[config.mk]
export PLATFORM = sky130hd
export DESIGN_NAME = pct_pressure
export DESIGN_NICKNAME = d
export VERILOG_FILES = /design/src/hw/rtl/pct_pkg.sv /design/src/hw/rtl/pct_pressure.sv
export SDC_FILE = /design/constraint.sdc
export NUM_CORES = 2
export LEC_CHECK = 0
export BUFFER_PORTS_ARGS = -buffer_cell sky130_fd_sc_hd__buf_2
export CAP_MARGIN = 20
export CORE_ASPECT_RATIO = 0.5
export CORE_UTILIZATION = 60
export CTS_CLUSTER_SIZE = 10
export DETAILED_ROUTE_END_ITERATION = 7
export PLACE_DENSITY = 0.88
export SYNTH_ARGS = -nofsm -noshare
export SYNTH_HDL_FRONTEND = slang
export SYNTH_SLANG_ARGS = --single-unit
[constraint.sdc]
create_clock -name clk -period 11.47 [get_ports clk]
set_clock_uncertainty 0.05 [all_clocks]
set_input_delay 0.5735 -clock clk [delete_from_list [all_inputs] [get_ports clk]]
set_output_delay 0.5735 -clock clk [all_outputs]
set_load 0.02 [all_outputs]
[src/hw/rtl/pct_pkg.sv]
package pct_pkg;

  // Pipeline depth, one valid bit per register stage.
  localparam int NumStages = 10;

  // Field widths.
  localparam int CoefW   = 16;
  localparam int RawW    = 24;
  localparam int TempW   = 19;
  localparam int PresW   = 28;
  localparam int CfgIdxW = 3;

  // Output saturation bounds.
  localparam logic signed [TempW-1:0] TempLo = {1'b1, {(TempW-1){1'b0}}};
  localparam logic signed [TempW-1:0] TempHi = {1'b0, {(TempW-1){1'b1}}};
  localparam logic signed [PresW-1:0] PresLo = {1'b1, {(PresW-1){1'b0}}};
  localparam logic signed [PresW-1:0] PresHi = {1'b0, {(PresW-1){1'b1}}};

  // Calibration register indexes.
  typedef enum logic [CfgIdxW-1:0] {
    REG_C1 = 3'd0,
    REG_C2 = 3'd1,
    REG_C3 = 3'd2,
    REG_C4 = 3'd3,
    REG_C5 = 3'd4,
    REG_C6 = 3'd5
  } reg_index_t;

  // Calibration words.
  typedef struct packed {
    logic [CoefW-1:0] c1;
    logic [CoefW-1:0] c2;
    logic [CoefW-1:0] c3;
    logic [CoefW-1:0] c4;
    logic [CoefW-1:0] c5;
    logic [CoefW-1:0] c6;
  } coeff_t;

  // First-order terms handed to the second-order correction.
  typedef struct packed {
    logic [RawW-1:0]     d1;
    logic signed [34:0]  sens;
    logic signed [35:0]  off;
    logic signed [18:0]  dev;   // TEMP - 2000
    logic signed [18:0]  e;     // TEMP + 1500
    logic [17:0]         ti;
    logic                low;
    logic                vlow;
  } fo_t;

  // Corrected terms handed to the pressure stages.
  typedef struct packed {
    logic [RawW-1:0]         d1;
    logic signed [39:0]      s;     // SENS - SENSi
    logic signed [39:0]      o;     // OFF - OFFi
    logic signed [TempW-1:0] temp;  // clipped temperature
    logic                    tsat;
  } so_t;

  // Arithmetic shift right that rounds toward zero, like a signed divide by 2^sh.
  function automatic logic signed [63:0] trunc_shr(input logic signed [63:0] x,
                                                   input int unsigned sh);
    logic signed [63:0] bias;
    bias = x[63] ? ((64'sd1 <<< sh) - 64'sd1) : 64'sd0;
    return (x + bias) >>> sh;
  endfunction

endpackage

[src/hw/rtl/pct_pressure.sv]
module pct_pressure
  import pct_pkg::*;
(
  input  logic                    clk,
  input  logic [3:0]              stage_en,
  input  so_t                     so,
  output logic signed [TempW-1:0] temperature_centi,
  output logic signed [PresW-1:0] pressure_deci_mbar,
  output logic                    saturated
);

  // Stage 7: D1 times the corrected sensitivity, as two partial products.
  logic [43:0]             pl;
  logic signed [44:0]      ph;
  logic signed [39:0]      o_a;
  logic signed [TempW-1:0] temp_a;
  logic                    tsat_a;

  always_ff @(posedge clk) begin
    if (stage_en[0]) begin
      pl     <= so.d1 * so.s[19:0];
      ph     <= $signed({1'b0, so.d1}) * $signed(so.s[39:20]);
      o_a    <= so.o;
      temp_a <= so.temp;
      tsat_a <= so.tsat;
    end
  end

  // Stage 8: join the partial products and divide by 2^21.
  logic signed [63:0]      prod;
  logic signed [43:0]      q;
  logic signed [39:0]      o_b;
  logic signed [TempW-1:0] temp_b;
  logic                    tsat_b;

  assign prod = (64'(ph) <<< 20) + $signed({20'b0, pl});

  always_ff @(posedge clk) begin
    if (stage_en[1]) begin
      q      <= 44'(trunc_shr(prod, 21));
      o_b    <= o_a;
      temp_b <= temp_a;
      tsat_b <= tsat_a;
    end
  end

  // Stage 9: subtract the corrected offset.
  logic signed [44:0]      r;
  logic signed [TempW-1:0] temp_c;
  logic                    tsat_c;

  always_ff @(posedge clk) begin
    if (stage_en[2]) begin
      r      <= 45'(q) - 45'(o_b);
      temp_c <= temp_b;
      tsat_c <= tsat_b;
    end
  end

  // Stage 10: divide by 2^13, clip the pressure and register the result.
  logic signed [63:0]      p64;
  logic signed [PresW-1:0] p_next;
  logic                    psat;

  always_comb begin
    p64 = trunc_shr(64'(r), 13);
    if (p64 < 64'(PresLo)) begin
      p_next = PresLo;
      psat   = 1'b1;
    end else if (p64 > 64'(PresHi)) begin
      p_next = PresHi;
      psat   = 1'b1;
    end else begin
      p_next = PresW'(p64);
      psat   = 1'b0;
    end
  end

  always_ff @(posedge clk) begin
    if (stage_en[3]) begin
      temperature_centi  <= temp_c;
      pressure_deci_mbar <= p_next;
      saturated          <= tsat_c | psat;
    end
  end

endmodule

=== Word-level counts from Yosys, hierarchy flattened ===
Cells that the tools add are included.

* Bits in registers: 363
* Bits of input ports: 129
* Output and inout bits: 48
* Word-level logic and storage cells: 29

* Add/sub/neg operators: 4
* $mul: 2
* Order comparisons: 2
* Muxes and demuxes: 5
* Bitwise logic cells: 1

{| class="wikitable"
|+ Operators by type and width
! cell !! number
|-
| $add A64 B22 Y64 || 1
|-
| $add A64 B45 Y64 || 1
|-
| $add A44 B14 Y45 || 1
|-
| $mul A24 B20 Y44 || 1
|-
| $mul A25 B20 Y44 || 1
|-
| $sub A43 B40 Y44 || 1
|-
| $gt A32 B28 Y1 const B || 1
|-
| $lt A32 B28 Y1 const B || 1
|-
| $mux W28 || 1
|-
| $mux W21 || 1
|-
| $mux W13 || 1
|-
| $mux W1 || 2
|-
| $or A1 B1 Y1 || 1
|}

=== Logic depth before layout (Yosys ltp) ===
* Depth in word-level cells: 6
* Depth in mapped cells: 28
* Depth with buffers taken out: 27

=== Least setup slack after synthesis ===
No wires, ideal clock.

* Path kind: input -> register
* Start point: input port so[62] (netlist name)
* End point: register pl[41], data pin
* Library setup time: 138 ps
* Arrival: 7255 ps
* Data required time: 11282 ps
* Setup slack: 4027 ps
* Stages on the path: 27
* Path buffers: 1
* Cells stage by stage: clkbuf_1 > and2_1 > fa_1 > fa_1 > inv_1 > fa_1 > inv_1 > fa_1 > inv_1 > fa_1 > inv_1 > fa_1 > inv_1 > fa_1 > inv_1 > ha_1 > a21oi_1 > o21ai_0 > o21bai_1 > a211o_1 > a21oi_1 > a221oi_1 > a311o_1 > a31oi_1 > o21ai_0 > or4_1 > nand4_1

* Word-level cells in the longest chain between the ends: 1

{| class="wikitable"
|+ RTL lines
! what !! line !! source
|-
| from (decl) || pct_pressure.sv:6 || <nowiki>input so_t so,</nowiki>
|-
| $mul A24 B20 Y44 || pct_pressure.sv:21 || <nowiki>pl <= so.d1 * so.s[19:0];</nowiki>
|-
| to (signal assigned) || pct_pressure.sv:21 ||
|-
| to (decl) || pct_pressure.sv:13 || <nowiki>logic [43:0] pl;</nowiki>
|}

Every way passes these cells.
A chain may end at the register's enable or synchronous reset.

=== Final worst setup path ===
* Start point: input port so[111] (netlist name)
* End point: register pl[41], data pin

The elaborated chain is that of the path after synthesis.

==> impl_metrics.yaml <==
outcome:
  status: "completed"
timing:
  finalHoldViolations: 0
  worst_slack_ns: 3.314
  relSlewSlack_pct: 24.77
  rsz0062_at_grt: "no"
  finalCritPeriodShare_pct: 71.11
  tightest_slew_ns: 1.128
  max_freq_mhz: 122.6
  slew_violations: 0
  setup_violations: 0
  period_needed_ns: 8.156
  fin_setup_tns_ns: 0
die:
  start_util_pct: 61.35
  fp.dieH_um: 204.8
  io_pins: 177
  die_w_um: 407.7
  core_um2: 80470
  die_area_um2: 83500
  num_rows: 73
grt:
  grt_usage_pct: 30.17
  grt_pass1_vias: 37730
  overflow: 0
  grt_start_max_net_pins: 90
  grt_pass1_wl_um: 197100
  antenna_found_initial: 10
synth:
  synthArstFlopShare_pct: 0
  synth_top_area_share_pct: 31.91
  synth_ff_type: "edfxtp_1"
  synthXorXnorAreaFrac_pct: 3.655
  ys_warn_count: 0
  synth_area_leader_cell: "fa_1"
  synthCells: 4988
  avgSynthCellArea_um2: 9.897
  synth_area_um2: 49370
  ys_seq_area_share_pct: 22.08
  yosys.cell_count.top_type: "inv_1"
  synth_compound_area_share_pct: 7.636
  synth-simple-area-share_pct: 14.87
  ys_ff_latch: 363
  synth_edf_count: 363
  muxShareOfSynthArea_pct: 0.02028
  synth_top_family_by_area: "adder cells"
  ys_top_cells_by_count: "inv_1 (963), fa_1 (787), nand2_1 (578), and2_1 (476), ha_1 (428)"
  ys_types: 82
  ys_top_cells_by_area: "fa_1 (32%), edfxtp_1 (22%), ha_1 (11%)"
  synthAdderAreaFrac_pct: 42.76
  synth_nets: 6332
critical_path:
  slowest_stage: "buf_2"
  path_buf_inv: 5
  path_max_fanout: 40
  cp.required_ns: 11.85
  crit_top_cell: "fa_1"
  crit_family: "adder cells"
  cp.arrival_ns: 8.54
  cpPeakStageDelay_ns: 0.83
  crit_type: "in2reg"
  end_kind: "flip-flop"
  reg2reg_slack_ns: 4.81
  worstSetupStartpointType: "input pin"
detailed_routing:
  wl_met3_um: 15060
  met1Wirelength_um: 48660
  dr_wl_met2_um: 55740
  wl_per_cell_um: 20.34
  drc: 0
  vias: 35960
  vias_per_cell: 5.873
  top_layer_used: "met5"
  first_iter_violations: 3367
  routed_wl_um: 124500
  first_pass_iters: 7
  postRouteAntennaNets: 0
clock_tree:
  clkLatencyLatePin_ns: 0.59
  clock-sinks: 363
  holdBufCountCts: 0
  clockBufferDepth: 3
  root_buffer: "clkbuf_16"
  h-tree-depth: 2
  post_cts_resized: 0
  path_clk_slew_ns: 0.05
  cts_tree: "yes"
  post_cts_buffers: 0
  cts_buffers: 44
cells_and_area:
  nFillCells: 6020
  nets: 6365
  area_delta_synth_final_pct: 5.933
  drive_above_1_share_pct: 5.802
  finalNonFillerCells: 6123
  fin_util_pct: 64.99
placed_design:
  hpwl_um: 95270
  place.gp.congestion: 1.022
  portBuffers: 176
  pre_cts_ws_ns: 2.863
  dp_cells: 6062
job:
  maxCapViolCount: 0
hold_path:
  hp-class: "in2reg"
## path summary, 6_finish.rpt
path / startpoint / to / cells after the start
worst min-delay path: so[43] / o_a[23] / 1
worst max register to register: ph[14] / q[35] / 17
worst max-delay path: so[111] / pl[41] / 25
worst min register to register: o_a[7] / o_b[7] / 0
## flip-flops by register name (all words and copies together) (netlist names)
name and flops:
o_b 40, temp_a 19, o_a 40, pressure_deci_mbar 28
r 44, tsat_b 1, temp_c 19, q 43
tsat_a 1, saturated 1, ph 44, tsat_c 1
pl 44, temp_b 19, temperature_centi 19
## through the flow
stage          hold slack (ns)  instance area (um^2)
3_5_place_dp            0.3545                 50990
4_1_cts                0.08630                 52290
5_1_grt                0.09863                 52290
3_3_place_gp            0.3510                 50990
6_report                0.1142                 52300
2_1_floorplan           0.3503                 49370
## cell usage in the layout, fill, tap and decap left out, types with 107 or more instances in the layout
cell type | Yosys | final
inv_1 | 963 | 963
fa_1 | 787 | 787
nand2_1 | 578 | 578
and2_1 | 476 | 476
ha_1 | 428 | 428
edfxtp_1 | 363 | 363
buf_2 | 2 | 174
a21oi_1 | 172 | 172
xnor2_1 | 143 | 143
o21ai_0 | 113 | 113
nor2_1 | 107 | 107
## layer usage
layer / up-vias / global-route usage, %
li1: 15810 / -
met1: 17770 / 39.35
met2: 1958 / 48.15
met3: 407 / 8.755
met4: 10 / 11.12
met5: - / 0
## cells by family after synthesis
logic type	Yosys count
AOI/OAI and AO/OA	578
xor gates and xnor gates	206
adders and majority gates	1215
buffers and inverters	1176
DFF	363
muxes	1
and+or+nand+nor	1449
## final cells by class
| cell class | instances | area [um^2] | area share (%) |
|---|---|---|---|
| inverters | 963 | 3615 | 6.912 |
| clock buffers | 48 | 1116 | 2.134 |
| repair buffers | 200 | 1070 | 2.046 |
| flip-flops and latches | 363 | 10900 | 20.84 |
| diodes | 3 | 7.507 | 0.01436 |
| well taps | 1087 | 1360 | 2.601 |
| clock inverters | 10 | 185.2 | 0.3541 |
| multi-input cells | 3449 | 34040 | 65.10 |
Power is left out: the tool's default activity adds up to more than one toggle a clock period on the data nets, which glitch-free logic cannot reach.
