<file path="config.mk">
export PLATFORM = sky130hd
export DESIGN_NAME = pct_second_order
export DESIGN_NICKNAME = d
export VERILOG_FILES = /design/src/hw/rtl/pct_pkg.sv /design/src/hw/rtl/pct_second_order.sv
export SDC_FILE = /design/constraint.sdc
export NUM_CORES = 2
export LEC_CHECK = 0
export BUFFER_PORTS_ARGS = -buffer_cell sky130_fd_sc_hd__buf_2
export CAP_MARGIN = 0
export CORE_MARGIN = 2
export CORE_UTILIZATION = 48
export CTS_CLUSTER_DIAMETER = 60
export CTS_CLUSTER_SIZE = 24
export DETAILED_ROUTE_END_ITERATION = 6
export PLACE_DENSITY = 0.66
export SLEW_MARGIN = 20
export SYNTH_ARGS = -nofsm -noshare
export SYNTH_HDL_FRONTEND = slang
export SYNTH_SLANG_ARGS = --single-unit
</file>
<file path="constraint.sdc">
create_clock -name clk -period 11.1 [get_ports clk]
set_input_delay 1.665 -clock clk [delete_from_list [all_inputs] [get_ports clk]]
set_output_delay 1.665 -clock clk [all_outputs]
set_load 0.005 [all_outputs]
</file>
<file path="src/hw/rtl/pct_pkg.sv">
package pct_pkg;

  // Pipeline depth, one valid bit per register stage.
  localparam int NumStages = 10;

  // Field widths.
  localparam int CoefW   = 16;
  localparam int RawW    = 24;
  localparam int TempW   = 19;
  localparam int PresW   = 28;
  localparam int CfgIdxW = 3;

  // Output saturation bounds.
  localparam logic signed [TempW-1:0] TempLo = {1'b1, {(TempW-1){1'b0}}};
  localparam logic signed [TempW-1:0] TempHi = {1'b0, {(TempW-1){1'b1}}};
  localparam logic signed [PresW-1:0] PresLo = {1'b1, {(PresW-1){1'b0}}};
  localparam logic signed [PresW-1:0] PresHi = {1'b0, {(PresW-1){1'b1}}};

  // Calibration register indexes.
  typedef enum logic [CfgIdxW-1:0] {
    REG_C1 = 3'd0,
    REG_C2 = 3'd1,
    REG_C3 = 3'd2,
    REG_C4 = 3'd3,
    REG_C5 = 3'd4,
    REG_C6 = 3'd5
  } reg_index_t;

  // Calibration words.
  typedef struct packed {
    logic [CoefW-1:0] c1;
    logic [CoefW-1:0] c2;
    logic [CoefW-1:0] c3;
    logic [CoefW-1:0] c4;
    logic [CoefW-1:0] c5;
    logic [CoefW-1:0] c6;
  } coeff_t;

  // First-order terms handed to the second-order correction.
  typedef struct packed {
    logic [RawW-1:0]     d1;
    logic signed [34:0]  sens;
    logic signed [35:0]  off;
    logic signed [18:0]  dev;   // TEMP - 2000
    logic signed [18:0]  e;     // TEMP + 1500
    logic [17:0]         ti;
    logic                low;
    logic                vlow;
  } fo_t;

  // Corrected terms handed to the pressure stages.
  typedef struct packed {
    logic [RawW-1:0]         d1;
    logic signed [39:0]      s;     // SENS - SENSi
    logic signed [39:0]      o;     // OFF - OFFi
    logic signed [TempW-1:0] temp;  // clipped temperature
    logic                    tsat;
  } so_t;

  // Arithmetic shift right that rounds toward zero, like a signed divide by 2^sh.
  function automatic logic signed [63:0] trunc_shr(input logic signed [63:0] x,
                                                   input int unsigned sh);
    logic signed [63:0] bias;
    bias = x[63] ? ((64'sd1 <<< sh) - 64'sd1) : 64'sd0;
    return (x + bias) >>> sh;
  endfunction

endpackage

</file>
<file path="src/hw/rtl/pct_second_order.sv">
module pct_second_order
  import pct_pkg::*;
(
  input  logic       clk,
  input  logic [2:0] stage_en,
  input  fo_t        fo,
  output so_t        so
);

  // Stage 4: squares of the deviations and the corrected temperature.
  logic [RawW-1:0]    d1_a;
  logic signed [34:0] sens_a;
  logic signed [35:0] off_a;
  logic               low_a;
  logic               vlow_a;
  logic [34:0]        sqd;
  logic [35:0]        sqe;
  logic signed [20:0] temp_a;
  logic signed [37:0] sqd_p;
  logic signed [37:0] sqe_p;

  assign sqd_p = fo.dev * fo.dev;
  assign sqe_p = fo.e * fo.e;

  always_ff @(posedge clk) begin
    if (stage_en[0]) begin
      d1_a   <= fo.d1;
      sens_a <= fo.sens;
      off_a  <= fo.off;
      low_a  <= fo.low;
      vlow_a <= fo.vlow;
      sqd    <= sqd_p[34:0];
      sqe    <= sqe_p[35:0];
      temp_a <= 21'(fo.dev) + 21'sd2000 - $signed({3'b0, fo.ti});
    end
  end

  // Stage 5: offset and sensitivity corrections per band; clip the temperature.
  logic [RawW-1:0]         d1_b;
  logic signed [34:0]      sens_b;
  logic signed [35:0]      off_b;
  logic [39:0]             offi;
  logic [39:0]             sensi;
  logic signed [TempW-1:0] temp_b;
  logic                    tsat_b;
  logic [39:0]             offi_next;
  logic [39:0]             sensi_next;
  logic [39:0]             sqd3;
  logic [39:0]             sqd5;
  logic [39:0]             sqe7;
  logic signed [TempW-1:0] temp_next;
  logic                    tsat_next;

  always_comb begin
    sqd3 = {4'b0, sqd, 1'b0} + {5'b0, sqd};
    sqd5 = {3'b0, sqd, 2'b0} + {5'b0, sqd};
    sqe7 = {1'b0, sqe, 3'b0} - {4'b0, sqe};
    if (low_a) begin
      offi_next  = {1'b0, sqd3[39:1]} + (vlow_a ? sqe7 : 40'd0);
      sensi_next = {3'b0, sqd5[39:3]} + (vlow_a ? {2'b0, sqe, 2'b0} : 40'd0);
    end else begin
      offi_next  = {9'b0, sqd[34:4]};
      sensi_next = 40'd0;
    end

    if (temp_a < 21'(TempLo)) begin
      temp_next = TempLo;
      tsat_next = 1'b1;
    end else if (temp_a > 21'(TempHi)) begin
      temp_next = TempHi;
      tsat_next = 1'b1;
    end else begin
      temp_next = TempW'(temp_a);
      tsat_next = 1'b0;
    end
  end

  always_ff @(posedge clk) begin
    if (stage_en[1]) begin
      d1_b   <= d1_a;
      sens_b <= sens_a;
      off_b  <= off_a;
      offi   <= offi_next;
      sensi  <= sensi_next;
      temp_b <= temp_next;
      tsat_b <= tsat_next;
    end
  end

  // Stage 6: apply the corrections to SENS and OFF.
  so_t so_next;

  always_comb begin
    so_next.d1   = d1_b;
    so_next.s    = 40'(41'(sens_b) - $signed({1'b0, sensi}));
    so_next.o    = 40'(41'(off_b) - $signed({1'b0, offi}));
    so_next.temp = temp_b;
    so_next.tsat = tsat_b;
  end

  always_ff @(posedge clk) begin
    if (stage_en[2]) begin
      so <= so_next;
    end
  end

endmodule

</file>
---- Yosys cells after proc, flatten, opt, wreduce, memory -nomap -nowiden ----
Cells that the tools add are included.
cells by class
  $lt $le $gt $ge ......................... 2
  multiplexer cells ....................... 5
  add/subtract/negate cells ............... 9
  multiply operators ...................... 2
operators with widths
  kind                                                                             count
  36-bit by 40-bit adder with 40-bit output                                        1
  40-bit 2-to-1 mux                                                                1
  35-bit by 40-bit subtractor with 40-bit output                                   1
  36-bit by 40-bit subtractor with 40-bit output                                   1
  39-bit by 36-bit subtractor with 40-bit output                                   1
  35-bit by 38-bit adder with 39-bit output                                        1
  37-bit by 35-bit adder with 38-bit output                                        1
  38-bit 2-to-1 mux                                                                1
  36-bit by 35-bit adder with 37-bit output                                        1
  19-bit by 19-bit multiplier with 36-bit output                                   1
  19-bit by 19-bit multiplier with 35-bit output                                   1
  31-bit 2-to-1 mux                                                                1
  21-bit by 19-bit > comparator with 1-bit output (second input constant)          1
  21-bit by 19-bit less-than comparator with 1-bit output (second input constant)  1
  20-bit by 19-bit subtractor with 21-bit output                                   1
  19-bit by 12-bit adder with 20-bit output (second input constant)                1
  19-bit 2-to-1 mux                                                                1
  1-bit 2-to-1 mux                                                                 1
storage, ports and cells
  output and inout port bits .............. 124
  input port bits ......................... 157
  bits in registers ....................... 508
  logic and storage cells ................. 39

---- Longest topological paths before layout ----
  word-level depth ........................ 4
  depth in mapped cells ................... 27
  gate-level depth less buffers ........... 25

---- Worst setup path after synthesis ----
Ideal clock, no wire load.
  kind .................................... input to register
  from .................................... input fo[53] (netlist bit)
  to ...................................... register sqd[34] (data pin)
  setup time .............................. 260 ps
  stages .................................. 24
  slack ................................... 2672 ps
  arrival ................................. 8168 ps
  data required time ...................... 10840 ps
  buffers on the path ..................... 2
  cells stage by stage .................... clkbuf_1 > clkbuf_1 > nand2_1 > fa_1 > inv_1 > fa_1 > inv_1 > fa_1 > inv_1 > fa_1 > fa_1 > fa_1 > fa_1 > ha_1 > a41o_1 > a21oi_1 > o21ai_0 > a221oi_1 > a21oi_1 > a21o_1 > o41ai_1 > o2111ai_1 > a21oi_1 > xnor2_1
on the way
  cells in the longest elaborated chain, start to end .. 1
RTL lines
  element                                         line                    source
  start, declared                                 pct_second_order.sv:6   input fo_t fo,
  19-bit by 19-bit multiplier with 35-bit output  pct_second_order.sv:22  assign sqd_p = fo.dev * fo.dev;
  via sqd_p[34]                                   pct_second_order.sv:19  logic signed [37:0] sqd_p;
  end signal, assigned                            pct_second_order.sv:32  sqd <= sqd_p[34:0];
  end, declared                                   pct_second_order.sv:16  logic [34:0] sqd;
The timed path passes the listed nets, and every way through them passes these cells.
A chain may end at the register's enable or synchronous reset.

---- Worst setup path in the final report ----
  from .................................... input fo[49] (netlist bit)
  to ...................................... register sqd[34] (data pin)
Same word-level chain as after synthesis.

==> impl_metrics.toml <==
[clock_network]
post-cts-setup-buffers = 0
cts_sinks = 505
holdBufCountCts = 0
path_clk_slew_ns = 0.08
cts_buffers = 44
tritoncts = "done"
postCtsResizedCells = 0
clockBufferDepth = 3
clock-root-buffer = "clkbuf_16"
clk_latency_ns = 0.64
htree_levels = 2

[yosys]
synth_largest_area_cell = "edfxtp_1"
ys_warn_count = 0
synthDistinctLibCells = 82
synthTopCellsByArea = "edfxtp_1 (29%), fa_1 (24%), ha_1 (12%), inv_1 (6.9%), xnor2_1 (3.7%)"
syn-num-nets = 6434
async_flop_share_pct = 0
ys.flop_type = "edfxtp_1"
synth_edf_count = 505
syn_area_mm2 = 0.0528
ys_seq_area_share_pct = 28.7
synth.avg_cell_area_um2 = 10.3
synth-seq-cells = 505
yosysTopAreaCellShare_pct = 28.7
syn_inst = 5119

[min_path]
min_path_type = "reg -> reg"

[placement]
dpl_cell_area_mm2 = 0.0557
port_buffers = 280
place_congestion = 0.902
pre_cts_ws_ns = 1.97
post-dp-hpwl_um = 100000

[critical_path]
critical_path_class = "in -> reg"
critPathMaxFanout = 15
arrival_ns = 8.84
critPathCaptureType = "register"
required_ns = 11.46
cp-start-kind = "input port"

[floorplan]
initial_core_util_pct = 48.4
rows = 121
dieArea_mm2 = 0.113
die_x_um = 336
die_h_um = 336
core-area_mm2 = 0.109
io-pin-count = 281

[routing]
routed_wirelength_um = 123000
drtAntennaViolNets = 0
wire_per_inst_um = 18.0
route.vias.total = 36400
drc = 0
dr.pass1.iters = 5
drtIter0Drc = 2128
vias_per_cell = 5.34

[cells_and_area]
design_area_mm2 = 0.0573
area_delta_synth_final_pct = 8.60
num-nets-final = 6681
antenna_cells = 0
drive_gt1_share_pct = 8.00
utilization_pct = 52.6

[flow_run]
cap_violations = 0

[timing]
tightest_slew_ns = 1.04
fin_crit_sh_pct = 76.4
rsz0062_at_grt = "false"
finalHoldViolCount = 0
max_clock_freq_ghz = 0.118
drv_slew = 0
layout_setup_ws_ns = 2.63
skew_ns = 0.0650
post-route-min-period_ns = 8.47
finalSetupTns_ns = 0
finalSetupViolations = 0
relSlewSlack_pct = 29.0

[status]
outcome = "finished clean"

[global_routing]
grt_pass1_vias = 37600
grt_overflow = 0
grt_max_degree = 73
grt_first_pass_wirelength_um = 197000
antenna_found_initial = 2
grt.total_usage_pct = 22.1
cells in the final DEF (no fill, tap or decap), drive strengths merged, types with 14 or more instances in the layout:
cell / synthesis / routed
nand2: 402 / 402
and2: 102 / 102
o31a: 16 / 16
nor3: 54 / 54
nand2b: 46 / 46
nand3: 58 / 58
clkinv: 1 / 18
xor2: 111 / 111
mux2: 23 / 23
xnor2: 224 / 224
o211ai: 15 / 15
a21boi: 14 / 14
a21o: 143 / 143
nor2: 327 / 327
clkbuf: 88 / 47
a21oi: 257 / 257
nor2b: 48 / 48
a211oi: 29 / 29
inv: 966 / 980
nand4: 24 / 24
o21a: 62 / 62
ha: 521 / 521
buf: 2 / 289
fa: 637 / 637
or3: 14 / 14
a31oi: 27 / 27
and3: 34 / 34
edfxtp: 505 / 505
o31ai: 14 / 14
o21bai: 37 / 37
o21ai: 154 / 154
layout make-up:
type | instances | area, um2
clock buffers | 45 | 1100
inverters | 967 | 3630
repair buffers | 291 | 1510
clock inverters | 35 | 493
multi-input cells | 3557 | 33600
well taps | 1414 | 1770
flip-flops and latches | 505 | 15200
fillers | 9843 | 51700
worst paths after layout:
kind / start / to / slack, ns / cells past startpoint
max: fo[49] / sqd[34] / 2.63 / 23
min: temp_b[15] / so[16] / 0.41 / 0
max reg2reg: sqd[2] / sensi[36] / 4.18 / 19
min reg2reg: temp_b[15] / so[16] / 0.41 / 0
per-stage QoR:
step,hold WS (ns),instances
detailed placement,0.405,6734
global route,0.417,6814
CTS,0.415,6814
global placement,0.401,6734
finish,0.412,6814
floorplan,0.400,5119
per-layer routing:
metal | routed length, um | share of wire, % | global-route usage, % | vias to the layer above
li1 | - | - | - | 17500
met3 | 5420 | 4.4 | 2.26 | 175
met1 | 54100 | 44 | 30.2 | 17900
met5 | 13 | 0.011 | 0 | -
met4 | 3220 | 2.6 | 5.86 | 2
met2 | 59800 | 49 | 37.8 | 788
registers in the layout (all words and copies together) (netlist names):
name / cells
d1_a: 24
d1_b: 24
low_a: 1
off_a: 36
off_b: 36
offi: 40
sens_a: 35
sens_b: 35
sensi: 39
so: 124
sqd: 34
sqe: 35
temp_a: 21
temp_b: 19
tsat_b: 1
vlow_a: 1
cell usage after synthesis, drive strengths merged, types with 7 or more instances:
master   count
fa         637
or3         14
o211ai      15
nand3       58
a21o       143
nor3        54
a211o        9
nand2b      46
or2         11
nand4       24
a31o        10
a21boi      14
a21oi      257
xnor2      224
o21bai      37
edfxtp     505
and3        34
a211oi      29
nor2b       48
o22ai        8
ha         521
xor2       111
clkbuf      88
inv        966
a31oi       27
o21a        62
o31ai       14
nor4         9
mux2        23
or4          8
o2111ai      7
nor2       327
and2       102
o21ai      154
nand2      402
o31a        16
cell families (layout without fill, tap and decap cells):
family	count (synthesis)	in the layout	synth area share (%)
xor+xnor	335	335	5.56
flops	505	505	28.7
other cells	1	1	0.00711
fa+ha+maj	1158	1158	36.5
simple gates	1159	1159	10.1
mux	28	28	0.586
compound gates	876	876	11.0
buf+inv	1057	1338	7.52
critical path: stages:
cell and delay [ns]:
buf_2 0.31, inv_1 0.26, nor2_1 0.32, fa_1 0.46
inv_1 0.08, fa_1 0.43, fa_1 0.56, inv_1 0.07
fa_1 0.56, fa_1 0.43, fa_1 0.51, fa_1 0.41
ha_1 0.36, a41o_1 0.25, a21oi_1 0.23, o21ai_0 0.13
a221oi_1 0.33, a21oi_1 0.24, a21o_1 0.24, o41ai_1 0.50
o2111ai_1 0.20, a21oi_1 0.20, xnor2_1 0.09
Power is left out: the tool's default activity adds up to more than one toggle a clock period on the data nets, which glitch-free logic cannot reach.
