`config.mk`:
```
export PLATFORM = sky130hd
export DESIGN_NAME = pct_ctrl
export DESIGN_NICKNAME = d
export VERILOG_FILES = /design/src/hw/rtl/pct_pkg.sv /design/src/hw/rtl/pct_ctrl.sv
export SDC_FILE = /design/constraint.sdc
export NUM_CORES = 1
export LEC_CHECK = 0
export ABC_CLOCK_PERIOD_IN_PS = 1900
export BUFFER_PORTS_ARGS = -buffer_cell sky130_fd_sc_hd__buf_2
export CAP_MARGIN = 20
export CORE_AREA = 4 4 41 43
export DETAILED_ROUTE_END_ITERATION = 8
export DIE_AREA = 0 0 45 47
export PLACE_DENSITY_LB_ADDON = 0.2
export RECOVER_POWER = 100
export SYNTH_ARGS = -nofsm -noshare
export SYNTH_HDL_FRONTEND = slang
export SYNTH_SLANG_ARGS = --single-unit
```
`constraint.sdc`:
```
create_clock -name clk -period 1.9 [get_ports clk]
set_clock_uncertainty 0.1 [all_clocks]
set_input_delay 0.38 -clock clk [delete_from_list [all_inputs] [get_ports clk]]
set_output_delay 0.38 -clock clk [all_outputs]
set_load 0.005 [all_outputs]
```
`src/hw/rtl/pct_pkg.sv`:
```
package pct_pkg;

  // Pipeline depth, one valid bit per register stage.
  localparam int NumStages = 10;

  // Field widths.
  localparam int CoefW   = 16;
  localparam int RawW    = 24;
  localparam int TempW   = 19;
  localparam int PresW   = 28;
  localparam int CfgIdxW = 3;

  // Output saturation bounds.
  localparam logic signed [TempW-1:0] TempLo = {1'b1, {(TempW-1){1'b0}}};
  localparam logic signed [TempW-1:0] TempHi = {1'b0, {(TempW-1){1'b1}}};
  localparam logic signed [PresW-1:0] PresLo = {1'b1, {(PresW-1){1'b0}}};
  localparam logic signed [PresW-1:0] PresHi = {1'b0, {(PresW-1){1'b1}}};

  // Calibration register indexes.
  typedef enum logic [CfgIdxW-1:0] {
    REG_C1 = 3'd0,
    REG_C2 = 3'd1,
    REG_C3 = 3'd2,
    REG_C4 = 3'd3,
    REG_C5 = 3'd4,
    REG_C6 = 3'd5
  } reg_index_t;

  // Calibration words.
  typedef struct packed {
    logic [CoefW-1:0] c1;
    logic [CoefW-1:0] c2;
    logic [CoefW-1:0] c3;
    logic [CoefW-1:0] c4;
    logic [CoefW-1:0] c5;
    logic [CoefW-1:0] c6;
  } coeff_t;

  // First-order terms handed to the second-order correction.
  typedef struct packed {
    logic [RawW-1:0]     d1;
    logic signed [34:0]  sens;
    logic signed [35:0]  off;
    logic signed [18:0]  dev;   // TEMP - 2000
    logic signed [18:0]  e;     // TEMP + 1500
    logic [17:0]         ti;
    logic                low;
    logic                vlow;
  } fo_t;

  // Corrected terms handed to the pressure stages.
  typedef struct packed {
    logic [RawW-1:0]         d1;
    logic signed [39:0]      s;     // SENS - SENSi
    logic signed [39:0]      o;     // OFF - OFFi
    logic signed [TempW-1:0] temp;  // clipped temperature
    logic                    tsat;
  } so_t;

  // Arithmetic shift right that rounds toward zero, like a signed divide by 2^sh.
  function automatic logic signed [63:0] trunc_shr(input logic signed [63:0] x,
                                                   input int unsigned sh);
    logic signed [63:0] bias;
    bias = x[63] ? ((64'sd1 <<< sh) - 64'sd1) : 64'sd0;
    return (x + bias) >>> sh;
  endfunction

endpackage

```
`src/hw/rtl/pct_ctrl.sv`:
```
module pct_ctrl
  import pct_pkg::*;
(
  input  logic                 clk,
  input  logic                 rst,
  input  logic                 in_valid,
  input  logic                 out_ready,
  output logic                 in_ready,
  output logic                 out_valid,
  output logic [NumStages-1:0] stage_en
);

  logic [NumStages-1:0] valid;
  logic [NumStages-1:0] valid_next;

  // A stage loads when it is empty or when the stage after it moves on.
  always_comb begin
    stage_en[NumStages-1] = !valid[NumStages-1] || out_ready;
    for (int k = NumStages - 2; k >= 0; k--) begin
      stage_en[k] = !valid[k] || stage_en[k+1];
    end
  end

  // Valid bits travel with the data.
  always_comb begin
    for (int k = 0; k < NumStages; k++) begin
      if (stage_en[k]) begin
        valid_next[k] = (k == 0) ? in_valid : valid[(k == 0) ? 0 : k - 1];
      end else begin
        valid_next[k] = valid[k];
      end
    end
  end

  always_ff @(posedge clk) begin
    if (rst) begin
      valid <= '0;
    end else begin
      valid <= valid_next;
    end
  end

  assign in_ready  = stage_en[0];
  assign out_valid = valid[NumStages-1];

endmodule

```
## Yosys cells after proc, flatten, opt, wreduce, memory -nomap -nowiden

Cells that the tools add are included.

- Register bits after elaboration: 10
- Input port bits: 4
- Output and inout port bits: 12
- Word-level logic and storage cells: 30

- Reductions and logical operators: 20

Operator list:

| cell | number |
|---|---|
| $logic_not A1 Y1 | 10 |
| $logic_or A1 B1 Y1 | 10 |

## Logic depth before layout (Yosys ltp)

Gate-level depths: netlist of run 1.

- Depth in word-level cells: 11
- Gate-level depth with buffers: 5
- Mapped depth without buffers: 3

## Worst setup path after synthesis of run 1

OpenSTA, ideal clock, no wires.

- Path type: input to output
- From: input out_ready
- To: output stage_en[0]
- Arrival time: 1,368 ps
- Data required time: 1,420 ps
- Setup slack: 52 ps
- Stages on the path: 5
- Path buffers: 2
- Path through: and4b_1 buf_6 nand3_4 or3_1 buf_4

- Longest elaborated chain between the ends: 10

RTL lines:

| element | line | text |
|---|---|---|
| start: declaration | pct_ctrl.sv:7 | `input logic out_ready,` |
| $logic_or A1 B1 Y1 | pct_ctrl.sv:18 | `stage_en[NumStages-1] = !valid[NumStages-1] \|\| out_ready;` |
| $logic_or A1 B1 Y1 (6 in a row) | pct_ctrl.sv:20 | `stage_en[k] = !valid[k] \|\| stage_en[k+1];` |
| via stage_en[3] | pct_ctrl.sv:10 | `output logic [NumStages-1:0] stage_en` |
| $logic_or A1 B1 Y1 (3 in a row) | pct_ctrl.sv:20 |  |
| end: declaration | pct_ctrl.sv:10 |  |

The timed path passes the listed nets, and every way through them passes these cells.

## Worst setup path in the final report of run 1

- From: register valid[9]
- To: output stage_en[0]

- Longest elaborated chain between the ends: 11

RTL lines:

| element | line | text |
|---|---|---|
| start: declaration | pct_ctrl.sv:13 | `logic [NumStages-1:0] valid;` |
| start signal: assignment | pct_ctrl.sv:39 | `valid <= valid_next;` |
| $logic_not A1 Y1 | pct_ctrl.sv:18 |  |
| $logic_or A1 B1 Y1 | pct_ctrl.sv:18 |  |
| $logic_or A1 B1 Y1 (9 in a row) | pct_ctrl.sv:20 |  |

No other way between the ends.

==> flow_metrics.tcl, run 1 <==
set metrics [dict create \
    core_mm2 0.00130 \
    grt_overflow 0 \
    num_rows 13 \
    drt-pass1-iter-count 2 \
    cp_cell_sequence "and4b_2 > nand3_4 > or3_4 > buf_2" \
    endpoint_kind "output port" \
    dieArea_mm2 0.00212 \
    num_io_pins 16 \
    rr_worst_depth 4 \
    async_flop_share_pct 0 \
    max-clock-path-buffers 2 \
    fin_nets 73 \
    hpwl_um 659 \
    netlist.area_leader.share_pct 48.9 \
    setup_slack_ns 0.0266 \
    syn_area_per_cell_um2 8.52 \
    cts_buffers 3 \
    irDropWorstVdd_uv 295 \
    grt_max_degree 12 \
    slew_headroom_pct 82.8 \
    synth.most_common_cell "dfxtp_1" \
    startpoint_type "flip-flop" \
    worst-path-buf-inv 1 \
    synth_area_leaders "dfxtp_1 (49%), a21oi_1 (7.3%), inv_1 (6.4%)" \
    maxCapViolations 0 \
    pre_cts_ws_ns 0.0537 \
    outcome "finished clean" \
    power_density_mw_per_mm2 744 \
    synth_cell_types 19 \
    final_layout_size_suffix_gt1_share_pct 45.6 \
    ys_seq_area_share_pct 48.9 \
    rsz0062_at_grt "yes" \
    rrSetupSlack_ns 0.65 \
    min_period_ns 1.87 \
    synthTopCellsByCount "dfxtp_1 (10), inv_1 (7), a21oi_1 (6), nor2_1 (6), nand2_1 (4)" \
    placedCellCount 78 \
    r2r-end "valid[0]$_SDFFE_PP0P_" \
    initial_core_util_pct 31.4 \
    drtIter0Drc 4 \
    stdcell_count 83 \
    synth_top_flop_cell "dfxtp_1" \
    timing.critical_path.slowest_cell_delay_ns 0.33 \
    largest_reg_flops 10 \
    final_core_util_pct 43.2 \
    syn-num-nets 52 \
    antenna_found_initial 0 \
    critPathCapture "stage_en[0]" \
    hold_class "in -> reg" \
    reg2reg_from "valid[9]$_SDFFE_PP0P_" \
    holdBufCountCts 0 \
    crit_required_ns 1.42 \
    clkLatencyLatePin_ns 0.26 \
    syn-cell-area_um2 409 \
    postRouteAntennaNets 0 \
    die-width_um 45 \
    top_register "valid" \
    area_growth_pct 37.3 \
    fmax_mhz 534 \
    grt_pass1_vias 343 \
    cts_sinks 10 \
    remaining_drc_errors 0 \
    yosysWarnings 0 \
    yosysTopAreaCell "dfxtp_1" \
    grt.total_usage_pct 9.83 \
    crit_path_top_delay_cell "dfxtp_2" \
    n_antenna_cell 0 \
    place_congestion 0.698 \
    startpoint "valid[9]$_SDFFE_PP0P_" \
    drt-wirelength-per-cell_um 10.3 \
    vias 370 \
    cts_tree "built" \
    power_uw 418 \
    portBuffers 15 \
    crit_arrival_ns 1.39 \
    crit_family "simple AND/OR/NAND/NOR gates" \
    crit_type "reg -> out" \
    ys_ff_latch 10 \
    hold_depth 3 \
    worstMarginPinSlew_ns 0.258 \
    path_clk_slew_ns 0.07 \
    htree_levels 1 \
    nFillCells 147 \
    reg.largest.list "valid: 10 flops" \
    maxSlewViolCount 0 \
    finalSetupViolations 0 \
    vias_per_cell 4.46 \
    cp_max_fo 3 \
    root_buffer "clkbuf_4" \
    cp.depth 4 \
    die_y_um 47 \
    postSynthCellCount 48 \
    synth_edf_count 0 \
    wirelength_um 852 \
    p_leak_uw 0.000212 \
    fin_crit_sh_pct 98.6 \
    grt_first_pass_wirelength_um 1420 \
    finalHoldViolCount 0 \
]
[worst reg2reg max path, delay by kind of cell (launching register included)]
kind / cells / cell delay (ns)
AOI/OAI and AO/OA: 1 / 0.24
buffers and inverters: 1 / 0.15
DFF: 1 / 0.33
and+or+nand+nor: 2 / 0.35
[routing by layer]
metal,vias up,GRT usage [%],routed length (um)
li1,198,-,-
met1,161,11.7,403
met2,9,13.8,385
met3,2,5.75,54
met4,0,5.26,9
met5,-,0,0
[kinds of logic after synthesis]
group           Yosys count  synth area share [%]
compound gates            8                  11.3
flops                    10                  48.9
buf+inv                  10                  11.9
simple gates             20                  27.8
[cell usage in the layout, fill, tap and decap left out]
cell / n
clkbuf_8: 1
or2_2: 1
nor2_1: 6
and4b_2: 1
and3_4: 1
nor2b_1: 1
nand3_4: 1
clkbuf_4: 3
buf_4: 4
a21oi_1: 6
nand3_1: 1
o31ai_1: 1
dfxtp_1: 7
inv_1: 7
o32ai_1: 1
nand4_1: 2
nand2b_1: 1
nand2_1: 4
buf_2: 15
dfxtp_2: 3
or3_4: 1
[how the worst min path moves through the flow]
| stage | from | end |
|---|---|---|
| 5_1_grt | in_valid | valid[0]$_SDFFE_PP0P_ |
| 3_5_place_dp | valid[3]$_SDFFE_PP0P_ | valid[4]$_SDFFE_PP0P_ |
| 4_1_cts | in_valid | valid[0]$_SDFFE_PP0P_ |
| 6_report | in_valid | valid[0]$_SDFFE_PP0P_ |
| 2_1_floorplan | valid[3]$_SDFFE_PP0P_ | valid[4]$_SDFFE_PP0P_ |
| 3_3_place_gp | valid[3]$_SDFFE_PP0P_ | valid[4]$_SDFFE_PP0P_ |
[cell type report]
cell class,count,area (um^2),area share (%)
Clock buffer,4,36.3,6.46
Inverter,7,26.3,4.68
Multi-Input combinational cell,28,171,30.5
Sequential cell,10,204,36.3
Tap cell,15,18.8,3.34
Timing Repair Buffer,19,105,18.7
[through the flow]
stage / setup TNS (ns) / cell area (um^2) / hold WS (ns)
2_1_floorplan: 0 / 409 / 0.321
3_3_place_gp: 0 / 503 / 0.341
3_5_place_dp: 0 / 503 / 0.343
4_1_cts: 0 / 556 / 0.239
5_1_grt: -0.0765 / 562 / 0.266
6_report: 0 / 562 / 0.247
[repair_timing]
item                                    4_1_cts  5_1_grt
endpoints found under the setup margin        3        3
setup buffers                                 1        0
gates resized for setup                       4        2
pin swaps                                     2        1
[report_power, final]
| part | switching (uW) | internal, uW | total (uW) |
|---|---|---|---|
| Clock | 75.9 | 116 | 192 |
| Sequential | 2.02 | 213 | 215 |
| Combinational | 6.17 | 4.83 | 11.0 |
| Total | 84.1 | 334 | 418 |
(Power assumes the default switching activity.)
==> run 2: changes to the inputs <==
--- a/config.mk
+++ b/config.mk
@@ -11,7 +11,7 @@
 export CORE_AREA = 4 4 41 43
 export DETAILED_ROUTE_END_ITERATION = 8
 export DIE_AREA = 0 0 45 47
-export PLACE_DENSITY_LB_ADDON = 0.2
+export PLACE_DENSITY_LB_ADDON = 0.15
 export RECOVER_POWER = 100
 export SYNTH_ARGS = -nofsm -noshare
 export SYNTH_HDL_FRONTEND = slang
==> run 2 against run 1 <==
Non-clock buffer count increased by 2. Critical path depth unchanged. Sequential power barely moved. Worst hold slack gained 0.0013 ns. Maximum frequency down 0.41%. Critical endpoint is now in_ready. Routed wire length increased by 4.1%. Sequential cell count is the same. Final cell count grew 2.4%. Total power grew 0.12%. Sequential share of layout area is 0.26 points lower.
==> flow_metrics.tcl, run 2 (synthesis results as in run 1) <==
set metrics [dict create \
    cts_buffers 3 \
    hold_end "valid[0]$_SDFFE_PP0P_" \
    core_mm2 0.00130 \
    maxCapViolations 0 \
    grt_pass1_vias 344 \
    pre_cts_ws_ns 0.0278 \
    hold_class "in -> reg" \
    initial_core_util_pct 31.4 \
    crit_required_ns 1.42 \
    path_clk_slew_ns 0.06 \
    crit_arrival_ns 1.40 \
    n_antenna_cell 0 \
    fin_crit_sh_pct 99.0 \
    rrSetupSlack_ns 0.53 \
    postRouteAntennaNets 0 \
    rsz0062_at_grt "yes" \
    finalHoldViolCount 0 \
    hp-start "in_valid" \
    cts_tree "built" \
    setup_slack_ns 0.0189 \
    nFillCells 150 \
    final_core_util_pct 43.8 \
    grt_overflow 0 \
    drt-pass1-iter-count 2 \
    fmax_mhz 532 \
    place_congestion 0.693 \
    cp_max_fo 3 \
    rr_worst_depth 5 \
    startpoint_type "flip-flop" \
    antenna_found_initial 0 \
    die_y_um 47 \
    finalSetupViolations 0 \
    max-clock-path-buffers 2 \
    vias 381 \
    largest_reg_flops 10 \
    hpwl_um 627 \
    clkLatencyLatePin_ns 0.27 \
    design_area_um2 569 \
    remaining_drc_errors 0 \
    power_density_mw_per_mm2 735 \
    wirelength_um 887 \
    reg2reg_from "valid[9]$_SDFFE_PP0P_" \
    endpoint_kind "output port" \
    htree_levels 1 \
    reg.largest.list "valid: 10 flops" \
    outcome "finished clean" \
    final_layout_size_suffix_gt1_share_pct 41.4 \
    irDropWorstVdd_uv 498 \
    grt_max_degree 12 \
    maxSlewViolCount 0 \
    place_area_um2 503 \
    fin_nets 75 \
    grt_first_pass_wirelength_um 1370 \
    drt-wirelength-per-cell_um 10.4 \
    area_growth_pct 39.1 \
    vias_per_cell 4.48 \
    layout_commonest_cell "buf_2" \
    cts_sinks 10 \
    num_rows 13 \
    slew_headroom_pct 84.3 \
    hold_depth 3 \
    final_cell_mix "buf_2 (11), inv_1 (7), a21oi_1 (6), nor2_1 (6), dfxtp_1 (6)" \
    finalSetupTns_ns 0 \
    p_leak_uw 0.000215 \
    root_buffer "clkbuf_4" \
    portBuffers 15 \
    grt.total_usage_pct 9.83 \
    dieArea_mm2 0.00212 \
    drtIter0Drc 6 \
    top_register "valid" \
    min_period_ns 1.88 \
    num_io_pins 16 \
    r2r-end "valid[0]$_SDFFE_PP0P_" \
    worstMarginPinSlew_ns 0.236 \
    die-width_um 45 \
    crit_type "reg -> out" \
]
## run 2: per-layer routing
metal	vias to the layer above	part of all wire (%)	track usage, %
li1	200	-	-
met1	167	46	9.63
met2	12	44	14.4
met3	2	8.3	2.68
met4	0	1.9	14.0
met5	-	0	0
## run 2: per-stage QoR
| step | hold slack [ns] | power, uW | cells |
|---|---|---|---|
| after floorplan | 0.321 | 226 | 48 |
| after global routing | 0.274 | 437 | 85 |
| after detailed placement | 0.344 | 231 | 78 |
| final | 0.249 | 419 | 85 |
| after CTS | 0.240 | 428 | 85 |
| after global placement | 0.341 | 231 | 78 |
## run 2: power by group
| part | internal (uW) | switching, uW | leakage [uW] |
|---|---|---|---|
| Sequential | 213 | 2.14 | 0.0000832 |
| Combinational | 4.84 | 6.09 | 0.000110 |
| Clock | 116 | 76.3 | 0.0000210 |
| Total | 334 | 84.6 | 0.000215 |
## run 2: repair_timing
item / CTS / global route
resized for setup: 6 / 1
hold buffers: 0 / 0
hold endpoints to repair: 0 / 0
pin swaps: 3 / 1
endpoints found under the setup margin: 3 / 2
setup buffers: 3 / 0
## run 2: area by class of cell
type / instances / area [um^2] / area share, %
clock buffer: 4 / 36.3 / 6.37
tap: 15 / 18.8 / 3.30
sequential: 10 / 205 / 36.0
timing repair buffer: 21 / 111 / 19.6
multi-input combinational: 28 / 171 / 30.1
inverter: 7 / 26.3 / 4.62
## run 2: worst max path at each step
stage | from | end
finish | valid[9]$_SDFFE_PP0P_ | in_ready
global route | valid[9]$_SDFFE_PP0P_ | in_ready
CTS | valid[9]$_SDFFE_PP0P_ | stage_en[0]
detailed placement | out_ready | stage_en[0]
global placement | out_ready | stage_en[0]
floorplan | out_ready | stage_en[0]
## run 2: critical path, cell delays in order, from the launching register on
cell and delay (ns):
dfxtp_2 0.32, and4b_2 0.27, nand3_4 0.09, or3_4 0.33
buf_2 0.13
